[src/rtl/core/itp_pkg.sv]
// Shared types, constants and tables of the ISO 8601 timestamp parser.
package itp_pkg;

   localparam int MAX_YEAR_DIGITS_DEF = 5;
   localparam int FRACTION_DIGITS_DEF = 6;
   localparam int QUEUE_DEPTH = 2;

   localparam int TS_W = 63;

   // Parsed fields of one text, handed from the parser to the converter.
   typedef struct packed {
      logic signed [17:0] year;
      logic signed [10:0] day;
      logic [18:0]        sec;
      logic [18:0]        off;
      logic               oneg;
      logic [19:0]        frac;
      logic [2:0]         fdig;
      logic               err;
   } rec_type;

   // Days before the first of a month, month given 0-based.
   function automatic logic [8:0] days_before(input logic [3:0] m);
      logic [8:0] r;
      unique case (m)
         4'd0:    r = 9'd0;
         4'd1:    r = 9'd31;
         4'd2:    r = 9'd59;
         4'd3:    r = 9'd90;
         4'd4:    r = 9'd120;
         4'd5:    r = 9'd151;
         4'd6:    r = 9'd181;
         4'd7:    r = 9'd212;
         4'd8:    r = 9'd243;
         4'd9:    r = 9'd273;
         4'd10:   r = 9'd304;
         4'd11:   r = 9'd334;
         default: r = 9'd0;
      endcase
      return r;
   endfunction

   // Scale that pads a fraction of n digits out to six digits.
   function automatic logic [19:0] pad_scale(input logic [2:0] n);
      logic [19:0] r;
      unique case (n)
         3'd0:    r = 20'd1000000;
         3'd1:    r = 20'd100000;
         3'd2:    r = 20'd10000;
         3'd3:    r = 20'd1000;
         3'd4:    r = 20'd100;
         3'd5:    r = 20'd10;
         default: r = 20'd1;
      endcase
      return r;
   endfunction

endpackage

[src/rtl/core/iso8601_timestamp_parser.sv]
// Top level of the ISO 8601 timestamp parser: character parser, record queue, converter.
// Throughput: one character item per cycle unless the record queue is full; the converter
// takes one timestamp at a time, and a two-entry record queue holds parsed texts for it.
// Result: the last character pushes its record into the queue; an idle converter takes it
// and runs it through recip, year, days, secs, low and high, its registered multiplies.
// Reset: synchronous, active high; clears parser state, queue and any pending result.
module iso8601_timestamp_parser #(
   parameter int MAX_YEAR_DIGITS = itp_pkg::MAX_YEAR_DIGITS_DEF,
   parameter int FRACTION_DIGITS = itp_pkg::FRACTION_DIGITS_DEF
) (
   input  logic                            clock,
   input  logic                            reset,
   input  logic                            req_valid,
   output logic                            req_ready,
   input  logic [7:0]                      req_ch,
   input  logic                            req_last_char,
   output logic                            rsp_valid,
   input  logic                            rsp_ready,
   output logic signed [itp_pkg::TS_W-1:0] rsp_timestamp_us,
   output logic                            rsp_malformed
);
   import itp_pkg::*;

   logic    accept;
   logic    push;
   logic    pop;
   logic    q_full;
   logic    q_empty;
   rec_type push_rec;
   rec_type head_rec;

   assign req_ready = !q_full;
   assign accept    = req_valid && req_ready;

   itp_front #(
      .MAX_YEAR_DIGITS(MAX_YEAR_DIGITS),
      .FRACTION_DIGITS(FRACTION_DIGITS)
   ) u_front (
      .clock (clock),
      .reset (reset),
      .acc_i (accept),
      .ch_i  (req_ch),
      .last_i(req_last_char),
      .push_o(push),
      .rec_o (push_rec)
   );

   itp_queue u_queue (
      .clock     (clock),
      .reset     (reset),
      .push_i    (push),
      .push_rec_i(push_rec),
      .pop_i     (pop),
      .head_o    (head_rec),
      .full_o    (q_full),
      .empty_o   (q_empty)
   );

   itp_back u_back (
      .clock           (clock),
      .reset           (reset),
      .head_i          (head_rec),
      .empty_i         (q_empty),
      .pop_o           (pop),
      .rsp_valid       (rsp_valid),
      .rsp_ready       (rsp_ready),
      .rsp_timestamp_us(rsp_timestamp_us),
      .rsp_malformed   (rsp_malformed)
   );

endmodule

[src/rtl/core/itp_front.sv]
// Character parser: takes one character per item and builds the field record of a text.
module itp_front #(
   parameter int MAX_YEAR_DIGITS = itp_pkg::MAX_YEAR_DIGITS_DEF,
   parameter int FRACTION_DIGITS = itp_pkg::FRACTION_DIGITS_DEF
) (
   input  logic             clock,
   input  logic             reset,
   input  logic             acc_i,
   input  logic [7:0]       ch_i,
   input  logic             last_i,
   output logic             push_o,
   output itp_pkg::rec_type rec_o
);
   import itp_pkg::*;

   typedef enum logic [4:0] {
      PH_YSTART, PH_YSIGNED, PH_YPLAIN, PH_YSEP, PH_DSTART, PH_DD1, PH_DD2, PH_DD3,
      PH_DAYOPT, PH_DAY2, PH_W1, PH_W2, PH_WSEP, PH_WDAY, PH_AFTERDATE, PH_H1,
      PH_H2, PH_TSEL1, PH_M1, PH_M2, PH_TSEL2, PH_S1, PH_S2, PH_FSEL,
      PH_FRAC, PH_ZONE, PH_OH1, PH_OH2, PH_OSEL, PH_OM1, PH_OM2, PH_DONE
   } phase_type;

   typedef struct packed {
      phase_type          phase;
      logic               yneg;
      logic [16:0]        yacc;
      logic [15:0]        ydig;
      logic [2:0]         dcnt;
      logic [9:0]         facc;
      logic [6:0]         mhold;
      logic signed [10:0] day;
      logic [18:0]        sec;
      logic [19:0]        frac;
      logic [18:0]        off;
      logic               oneg;
      logic               err;
   } st_type;

   localparam int STEPS = 5;

   st_type st_ff;
   st_type cur;
   st_type fin;
   logic   go;
   logic   redo;

   // Gregorian rule on the last four year digits; the sign does not matter.
   function automatic logic leap_of(input logic [15:0] yd);
      logic [5:0] lo_sum;
      logic [5:0] hi_sum;
      lo_sum = {1'b0, yd[7:4], 1'b0} + {2'b00, yd[3:0]};
      hi_sum = {1'b0, yd[15:12], 1'b0} + {2'b00, yd[11:8]};
      return (lo_sum[1:0] == 2'b00) && ((yd[7:0] != 8'h00) || (hi_sum[1:0] == 2'b00));
   endfunction

   function automatic st_type set_month(input st_type s);
      st_type r;
      r = s;
      if (s.mhold == 7'd0 || s.mhold > 7'd12) begin
         r.err = 1'b1;
      end else begin
         r.day = signed'(11'(days_before(4'(s.mhold[3:0] - 4'd1))))
               + signed'(11'(s.mhold > 7'd2 && leap_of(s.ydig)));
      end
      return r;
   endfunction

   function automatic st_type step(input st_type s, input logic [7:0] c, output logic rd);
      st_type             r;
      logic               isd;
      logic [3:0]         d;
      logic [6:0]         v;
      logic [2:0]         nd;
      logic signed [10:0] w;
      r   = s;
      rd  = 1'b0;
      isd = (c >= 8'h30) && (c <= 8'h39);
      d   = c[3:0];
      v   = 7'(s.facc[3:0]) * 7'd10 + 7'(d);
      nd  = s.dcnt + 3'd1;
      w   = signed'(11'(v)) - 11'sd1;
      unique case (s.phase)
         PH_YSTART: begin
            if (c == "+" || c == "-") begin
               r.yneg  = (c == "-");
               r.phase = PH_YSIGNED;
            end else if (isd) begin
               r.phase = PH_YPLAIN;
               rd      = 1'b1;
            end else begin
               r.err = 1'b1;
            end
         end
         PH_YSIGNED: begin
            if (isd) begin
               r.dcnt = nd;
               if (32'(nd) > MAX_YEAR_DIGITS) begin
                  r.err = 1'b1;
               end else begin
                  r.yacc = 17'(s.yacc * 17'd10) + 17'(d);
                  r.ydig = {s.ydig[11:0], d};
               end
            end else begin
               r.phase = PH_YSEP;
               rd      = 1'b1;
            end
         end
         PH_YPLAIN: begin
            if (!isd) begin
               r.err = 1'b1;
            end else begin
               r.yacc = 17'(s.yacc * 17'd10) + 17'(d);
               r.ydig = {s.ydig[11:0], d};
               r.dcnt = nd;
               if (nd >= 3'd4) r.phase = PH_YSEP;
            end
         end
         PH_YSEP: begin
            r.dcnt  = 3'd0;
            r.phase = PH_DSTART;
            rd      = (c != "-");
         end
         PH_DSTART: begin
            if (c == "W") begin
               r.phase = PH_W1;
            end else if (isd) begin
               r.facc  = 10'(d);
               r.phase = PH_DD1;
            end else begin
               r.err = 1'b1;
            end
         end
         PH_DD1: begin
            if (!isd) begin
               r.err = 1'b1;
            end else begin
               r.mhold = v;
               r.phase = PH_DD2;
            end
         end
         PH_DD2: begin
            if (isd) begin
               r.facc  = 10'(d);
               r.phase = PH_DD3;
            end else begin
               r       = set_month(s);
               r.phase = PH_DAYOPT;
               rd      = (c != "-");
            end
         end
         PH_DD3: begin
            if (isd) begin
               r     = set_month(s);
               r.day = r.day + w;
            end else begin
               r.day = signed'(11'(10'(s.mhold) * 10'd10 + s.facc)) - 11'sd1;
               rd    = 1'b1;
            end
            r.phase = PH_AFTERDATE;
         end
         PH_DAYOPT: begin
            if (isd) begin
               r.facc  = 10'(d);
               r.phase = PH_DAY2;
            end else begin
               r.phase = PH_AFTERDATE;
               rd      = 1'b1;
            end
         end
         PH_DAY2: begin
            if (!isd) begin
               r.err = 1'b1;
            end else begin
               r.day   = s.day + w;
               r.phase = PH_AFTERDATE;
            end
         end
         PH_W1: begin
            if (!isd) begin
               r.err = 1'b1;
            end else begin
               r.facc  = 10'(d);
               r.phase = PH_W2;
            end
         end
         PH_W2: begin
            if (!isd) begin
               r.err = 1'b1;
            end else begin
               r.day   = 11'(w * 11'sd7);
               r.phase = PH_WSEP;
            end
         end
         PH_WSEP: begin
            r.phase = PH_WDAY;
            rd      = (c != "-");
         end
         PH_WDAY: begin
            if (isd) r.day = s.day + signed'(11'(d)) - 11'sd1;
            else rd = 1'b1;
            r.phase = PH_AFTERDATE;
         end
         PH_AFTERDATE: begin
            r.phase = (c == "T") ? PH_H1 : PH_DONE;
         end
         PH_H1, PH_M1, PH_S1, PH_OH1, PH_OM1: begin
            if (!isd) begin
               r.err = 1'b1;
            end else begin
               r.facc  = 10'(d);
               r.phase = phase_type'(5'(s.phase) + 5'd1);
            end
         end
         PH_H2, PH_M2, PH_S2, PH_OH2, PH_OM2: begin
            if (!isd) begin
               r.err = 1'b1;
            end else begin
               priority case (s.phase)
                  PH_H2: begin
                     r.sec   = s.sec + 19'(19'(v) * 19'd3600);
                     r.phase = PH_TSEL1;
                  end
                  PH_M2: begin
                     r.sec   = s.sec + 19'(19'(v) * 19'd60);
                     r.phase = PH_TSEL2;
                  end
                  PH_S2: begin
                     r.sec   = s.sec + 19'(v);
                     r.phase = PH_FSEL;
                  end
                  PH_OH2: begin
                     r.off   = s.off + 19'(19'(v) * 19'd3600);
                     r.phase = PH_OSEL;
                  end
                  default: begin
                     r.off   = s.off + 19'(19'(v) * 19'd60);
                     r.phase = PH_DONE;
                  end
               endcase
            end
         end
         PH_TSEL1, PH_TSEL2, PH_OSEL: begin
            if (c == ":" || isd) begin
               rd = isd;
               priority case (s.phase)
                  PH_TSEL1: r.phase = PH_M1;
                  PH_TSEL2: r.phase = PH_S1;
                  default:  r.phase = PH_OM1;
               endcase
            end else if (s.phase == PH_OSEL) begin
               r.err = 1'b1;
            end else begin
               r.phase = PH_ZONE;
               rd      = 1'b1;
            end
         end
         PH_FSEL: begin
            if (c == ".") begin
               r.dcnt  = 3'd0;
               r.phase = PH_FRAC;
            end else begin
               r.phase = PH_ZONE;
               rd      = 1'b1;
            end
         end
         PH_FRAC: begin
            // Padding to six digits is applied later from the digit count.
            if (isd) begin
               if (32'(s.dcnt) < FRACTION_DIGITS) begin
                  r.frac = 20'(s.frac * 20'd10) + 20'(d);
                  r.dcnt = nd;
               end
            end else begin
               r.phase = PH_ZONE;
               rd      = 1'b1;
            end
         end
         PH_ZONE: begin
            if (c == "+" || c == "-") begin
               r.oneg  = (c == "-");
               r.phase = PH_OH1;
            end else begin
               r.phase = PH_DONE;
            end
         end
         PH_DONE: begin
         end
      endcase
      return r;
   endfunction

   // A character may pass through a few phases before it is consumed.
   always_comb begin
      cur  = st_ff;
      go   = !st_ff.err;
      redo = 1'b0;
      for (int i = 0; i < STEPS; i++) begin
         if (go) begin
            cur = step(cur, ch_i, redo);
            go  = redo && !cur.err;
         end
      end
      fin = cur;
      if (!cur.err) begin
         unique case (cur.phase)
            PH_DD2: fin = set_month(cur);
            PH_DD3: fin.day = signed'(11'(10'(cur.mhold) * 10'd10 + cur.facc)) - 11'sd1;
            PH_FRAC, PH_DAYOPT, PH_WSEP, PH_WDAY, PH_AFTERDATE, PH_TSEL1, PH_TSEL2,
            PH_FSEL, PH_ZONE, PH_OSEL, PH_DONE: begin
            end
            default: fin.err = 1'b1;
         endcase
      end
   end

   always_comb begin
      push_o     = acc_i && last_i;
      rec_o.year = fin.yneg ? -signed'({1'b0, fin.yacc}) : signed'({1'b0, fin.yacc});
      rec_o.day  = fin.day;
      rec_o.sec  = fin.sec;
      rec_o.off  = fin.off;
      rec_o.oneg = fin.oneg;
      rec_o.frac = fin.frac;
      rec_o.fdig = fin.dcnt;
      rec_o.err  = fin.err;
   end

   always_ff @(posedge clock) begin
      if (reset) begin
         st_ff <= '0;
      end else if (acc_i) begin
         st_ff <= last_i ? st_type'('0) : cur;
      end
   end

endmodule

[src/rtl/core/itp_queue.sv]
// Short queue of parsed records between the parser and the converter.
module itp_queue (
   input  logic             clock,
   input  logic             reset,
   input  logic             push_i,
   input  itp_pkg::rec_type push_rec_i,
   input  logic             pop_i,
   output itp_pkg::rec_type head_o,
   output logic             full_o,
   output logic             empty_o
);
   import itp_pkg::*;

   localparam int IDX_W = (QUEUE_DEPTH > 1) ? $clog2(QUEUE_DEPTH) : 1;
   localparam int CNT_W = $clog2(QUEUE_DEPTH + 1);

   rec_type            mem_ff [QUEUE_DEPTH];
   logic [IDX_W-1:0]   wp_ff;
   logic [IDX_W-1:0]   rp_ff;
   logic [CNT_W-1:0]   cnt_ff;

   assign full_o  = (cnt_ff == CNT_W'(QUEUE_DEPTH));
   assign empty_o = (cnt_ff == '0);
   assign head_o  = mem_ff[rp_ff];

   always_ff @(posedge clock) begin
      if (push_i) mem_ff[wp_ff] <= push_rec_i;
   end

   always_ff @(posedge clock) begin
      if (reset) begin
         wp_ff  <= '0;
         rp_ff  <= '0;
         cnt_ff <= '0;
      end else begin
         if (push_i) begin
            wp_ff <= (32'(wp_ff) == QUEUE_DEPTH - 1) ? '0 : IDX_W'(wp_ff + 1'b1);
         end
         if (pop_i) begin
            rp_ff <= (32'(rp_ff) == QUEUE_DEPTH - 1) ? '0 : IDX_W'(rp_ff + 1'b1);
         end
         cnt_ff <= cnt_ff + CNT_W'(push_i) - CNT_W'(pop_i);
      end
   end

   a_no_overflow: assert property (@(posedge clock) disable iff (reset)
      push_i && !pop_i |-> !full_o)
      else $error("queue written while full");
   a_no_underflow: assert property (@(posedge clock) disable iff (reset)
      pop_i |-> !empty_o)
      else $error("queue read while empty");
   a_count_bound: assert property (@(posedge clock) disable iff (reset)
      32'(cnt_ff) <= QUEUE_DEPTH)
      else $error("queue count beyond depth");
   a_count_step: assert property (@(posedge clock) disable iff (reset)
      push_i && !pop_i |=> !empty_o)
      else $error("queue empty after a write");

endmodule

[src/rtl/core/itp_back.sv]
// Converter: turns one parsed record into microseconds over a short multiply sequence.
module itp_back (
   input  logic                            clock,
   input  logic                            reset,
   input  itp_pkg::rec_type                head_i,
   input  logic                            empty_i,
   output logic                            pop_o,
   output logic                            rsp_valid,
   input  logic                            rsp_ready,
   output logic signed [itp_pkg::TS_W-1:0] rsp_timestamp_us,
   output logic                            rsp_malformed
);
   import itp_pkg::*;

   typedef enum logic [2:0] {
      B_IDLE, B_RECIP, B_YEAR, B_DAYS, B_SECS, B_LOW, B_HIGH
   } bstate_type;

   localparam logic [15:0] RECIP_25 = 16'd41944;

   bstate_type         state_ff;
   rec_type            rec_ff;
   logic [30:0]        prod_ff;
   logic signed [15:0] lsum_ff;
   logic signed [26:0] yr_ff;
   logic signed [27:0] days_ff;
   logic [19:0]        fpad_ff;
   logic signed [45:0] t_ff;
   logic [42:0]        plo_ff;

   logic signed [17:0] ym1;
   logic               yneg;
   logic [16:0]        amag;
   logic [10:0]        q100;
   logic [14:0]        lmag;
   logic signed [20:0] secs;
   logic signed [43:0] phi;
   logic [TS_W-1:0]    total;
   logic               out_free;

   // Leap days before a year use truncating division of year-1 by 4, 100 and 400.
   always_comb begin
      ym1      = rec_ff.year - 18'sd1;
      yneg     = ym1[17];
      amag     = yneg ? 17'(-ym1) : 17'(ym1);
      q100     = 11'(prod_ff >> 20);
      lmag     = amag[16:2] - 15'(q100) + 15'(q100 >> 2);
      secs     = signed'(21'(rec_ff.sec))
               + (rec_ff.oneg ? signed'(21'(rec_ff.off)) : -signed'(21'(rec_ff.off)));
      phi      = 44'(signed'(t_ff[45:23])) * 44'sd1000000;
      total    = TS_W'(TS_W'(phi) << 23) + TS_W'(plo_ff) + TS_W'(fpad_ff);
      out_free = !rsp_valid || rsp_ready;
      pop_o    = (state_ff == B_IDLE) && !empty_i;
   end

   always_ff @(posedge clock) begin
      if (reset) begin
         state_ff  <= B_IDLE;
         rsp_valid <= 1'b0;
      end else begin
         if (state_ff == B_HIGH && out_free) rsp_valid <= 1'b1;
         else if (rsp_valid && rsp_ready) rsp_valid <= 1'b0;
         unique case (state_ff)
            B_IDLE: begin
               if (!empty_i) begin
                  rec_ff   <= head_i;
                  state_ff <= B_RECIP;
               end
            end
            B_RECIP: begin
               prod_ff  <= 31'(amag[16:2]) * 31'(RECIP_25);
               state_ff <= B_YEAR;
            end
            B_YEAR: begin
               lsum_ff  <= yneg ? -signed'({1'b0, lmag}) : signed'({1'b0, lmag});
               yr_ff    <= 27'(rec_ff.year) * 27'sd365;
               state_ff <= B_DAYS;
            end
            B_DAYS: begin
               days_ff  <= 28'(rec_ff.day) + 28'(yr_ff) + 28'(lsum_ff);
               fpad_ff  <= 20'(rec_ff.frac * pad_scale(rec_ff.fdig));
               state_ff <= B_SECS;
            end
            B_SECS: begin
               t_ff     <= 46'(days_ff) * 46'sd86400 + 46'(secs);
               state_ff <= B_LOW;
            end
            B_LOW: begin
               plo_ff   <= 43'(t_ff[22:0]) * 43'd1000000;
               state_ff <= B_HIGH;
            end
            B_HIGH: begin
               if (out_free) begin
                  rsp_timestamp_us <= rec_ff.err ? '0 : signed'(total);
                  rsp_malformed    <= rec_ff.err;
                  state_ff         <= B_IDLE;
               end
            end
            default: state_ff <= B_IDLE;
         endcase
      end
   end

   a_pop_idle: assert property (@(posedge clock) disable iff (reset)
      pop_o |=> state_ff == B_RECIP)
      else $error("record popped without starting a conversion");
   a_result_from_high: assert property (@(posedge clock) disable iff (reset)
      $rose(rsp_valid) |-> $past(state_ff) == B_HIGH)
      else $error("result raised outside the final step");
   a_malformed_zero: assert property (@(posedge clock) disable iff (reset)
      rsp_valid && rsp_malformed |-> rsp_timestamp_us == '0)
      else $error("malformed result carries a timestamp");

endmodule
[config.mk]
export PLATFORM = sky130hd
export DESIGN_NAME = iso8601_timestamp_parser
export DESIGN_NICKNAME = d
export VERILOG_FILES = /design/src/rtl/core/itp_pkg.sv /design/src/rtl/core/iso8601_timestamp_parser.sv /design/src/rtl/core/itp_front.sv /design/src/rtl/core/itp_queue.sv /design/src/rtl/core/itp_back.sv
export SDC_FILE = /design/constraint.sdc
export NUM_CORES = 2
export LEC_CHECK = 0
export BUFFER_PORTS_ARGS = -buffer_cell sky130_fd_sc_hd__buf_2
export CAP_MARGIN = 5
export CORE_MARGIN = 3
export CORE_UTILIZATION = 42
export CTS_CLUSTER_DIAMETER = 30
export DETAILED_ROUTE_END_ITERATION = 8
export SKIP_CTS_REPAIR_TIMING = 1
export SLEW_MARGIN = 25
export SYNTH_ARGS = -nofsm -noshare
export SYNTH_HDL_FRONTEND = slang
export SYNTH_SLANG_ARGS = --single-unit
[constraint.sdc]
create_clock -name clock -period 44.6 [get_ports clock]
set_clock_uncertainty 0.2 [all_clocks]
set_input_delay 6.69 -clock clock [delete_from_list [all_inputs] [get_ports clock]]
set_output_delay 6.69 -clock clock [all_outputs]
set_load 0.05 [all_outputs]
==> results.tsv <==
metric	value	unit
outcome	finished clean	
cap_viol_max_count	0	
max_stage_delay	0.79	ns
rsz0062_at_grt	no	
finalSetupViolCount	0	
routedWlPerCell	22.53	um
clk_latency	0.75	ns
grt_pass1_wl	647700	um
io_buffer_count	78	
die_h	552.5	um
min_path_type	reg2reg	
clock_path_buffers	3	
synth.distinct_cells	130	
cts.htree.levels	3	
nNetsFinal	17920	
path_clk_slew	0.06	ns
viasPerCell	5.731	
synth_ff_type	edfxtp_1	
crit_path_end_kind	flop	
synthesis.nets	17890	
ant_nets	0	
dp_hpwl	349800	um
max_slew_margin	0.1764	
synth.cell_area	125400	sq um
die_x	552.5	um
synth-edff-count	519	
final_area	135400	sq um
critPathLaunchType	primary input	
yosys.area_share.simple	0.1189	
cp.arrival	26.33	ns
grt_use_total	0.2722	
overflow	0	
synth_top_family_by_area	adder cells	
cts_tree	yes	
dp_cells	18790	
whs	0.2237	ns
yosysSeqAreaShare	0.1452	
fillCellCount	29300	
syn_avg_cell_area	8.395	sq um
fp.dieArea	305200	sq um
fp-row-count	200	
fmax	0.03860	GHz
hold_violations	0	
crit_type	in2reg	
route.vias.total	109000	
synthTopCellsByArea	ha_1, edfxtp_1, fa_1	
yosys.area.top_type_share	0.2195	
hold_path_depth	0	
drc	0	
required	45.02	ns
synthAdderAreaFrac	0.3373	
crit_top_cell	ha_1	
postPlaceCellArea	131500	sq um
syn_inst	14940	
setup_slack	18.69	ns
cts_buffers	112	
initialDrtViolationCount	9312	
period_share	0.5809	
reg2reg_depth	62	
grt_pass1_vias	105600	
cts_num_sinks	650	
synth_mux_area_frac	0.01876	
total_power	6.751	mW
p_leak	63.73	nW
start_util	0.4223	
fin_util	0.4560	
power.ir.vdd_worst	0.1121	mV
dr.pass1.iters	7	
synth_seq_cells	650	
design.core.area	297000	sq um
grt_max_degree	125	
tightest_slew	1.224	ns
ios	79	
root_buffer	clkbuf_16	
final_cells	19020	
path_max_fanout	24	
yosysTopAreaCell	ha_1	
p_per_area	49.84	nW/um^2
synth_common_cells	ha_1, inv_1, a21oi_1	
ys_async_sr_fraction	0	
ys_warn_count	0	
synth-xor-area-share	0.09270	
grt_antenna_before_repair	17	
synth_most_common_cell	ha_1	
pre_cts_slack	18.58	ns
gp_congestion	1.013	
syn_to_final_growth	7.986	%
setup-tns-final	0	ns
drive_above_1_share	0.06253	
min_period	25.91	ns
wl	428300	um
report.final.slew_viol_count	0	
synth_compound_area_frac	0.2076	
slowest_stage	xor2_1	
[metal layers]
| layer | part of all wire | vias to the layer above | GRT usage |
|---|---|---|---|
| met5 | 0.00077 | - | 0.006564 |
| met4 | 0.055 | 8 | 0.1324 |
| met3 | 0.075 | 889 | 0.04736 |
| met2 | 0.44 | 3856 | 0.4346 |
| met1 | 0.43 | 51880 | 0.3545 |
| li1 | - | 52340 | - |
[report_power, final]
| part | switching, mW | internal, mW | leakage, nW |
|---|---|---|---|
| Sequential | 0.0637 | 0.965 | 5.76 |
| Combinational | 2.70 | 2.15 | 56.0 |
| Clock | 0.349 | 0.526 | 1.92 |
| Total | 3.11 | 3.64 | 63.7 |
[worst paths after layout]
check / end / start / slack (ns)
worst max-delay path: u_front.st_ff[59] / req_ch[2] / 18.69
worst min-delay path: u_back.t_ff[0] / u_back.rec_ff[44] / 0.22
worst min register to register: u_back.t_ff[0] / u_back.rec_ff[44] / 0.22
worst max register to register: u_front.st_ff[59] / u_front.st_ff[125] / 24.72
[critical path: cells and delay by family]
family	cells	cell delay (ns)
buffers and inverters	14	3.56
AO/OA/AOI/OAI	18	5.51
multiplexers	2	0.57
adder cells (fa/ha/maj)	11	4.22
XOR/XNOR	3	1.24
AND/OR/NAND/NOR	15	4.45
[final cells by class]
cell class,instances,area (sq um),area share
multi-input combinational,11670,97570,0.7203
sequential,650,18220,0.1345
inverter,2157,8107,0.05985
tap,3939,4928,0.03639
clock buffer,117,2863,0.02114
timing repair buffer,375,2670,0.01971
clock inverter,95,1071,0.007907
antenna,11,27.53,0.0002032
[flip-flops by register name, summed over array words and instances, names as in the netlist, 2 cells and up]
register                 flops
u_queue.cnt_ff               2
u_back.days_ff              28
u_back.t_ff                 46
u_back.state_ff              3
u_back.prod_ff              11
u_back.rec_ff               90
u_back.fpad_ff              20
u_back.lsum_ff              16
u_queue.mem_ff             180
u_back.rsp_timestamp_us     63
u_back.yr_ff                27
u_front.st_ff              123
u_back.plo_ff               37
[layout by cell type, fill, tap and decap left out, drive strengths merged, types with 375 or more instances in the layout]
master	instances
a21oi	1189
buf	375
edfxtp	519
fa	737
ha	2200
inv	2185
nand2	850
nor2	1091
o21ai	763
o21bai	395
xnor2	987
[kinds of logic after synthesis]
group	after synthesis
DFF	650
buffers and inverters	2621
and+or+nand+nor	3184
xor gates and xnor gates	1323
AOI/OAI and AO/OA	4008
adders and majority gates	2940
muxes	216
Power figures use the tool's default switching activity.
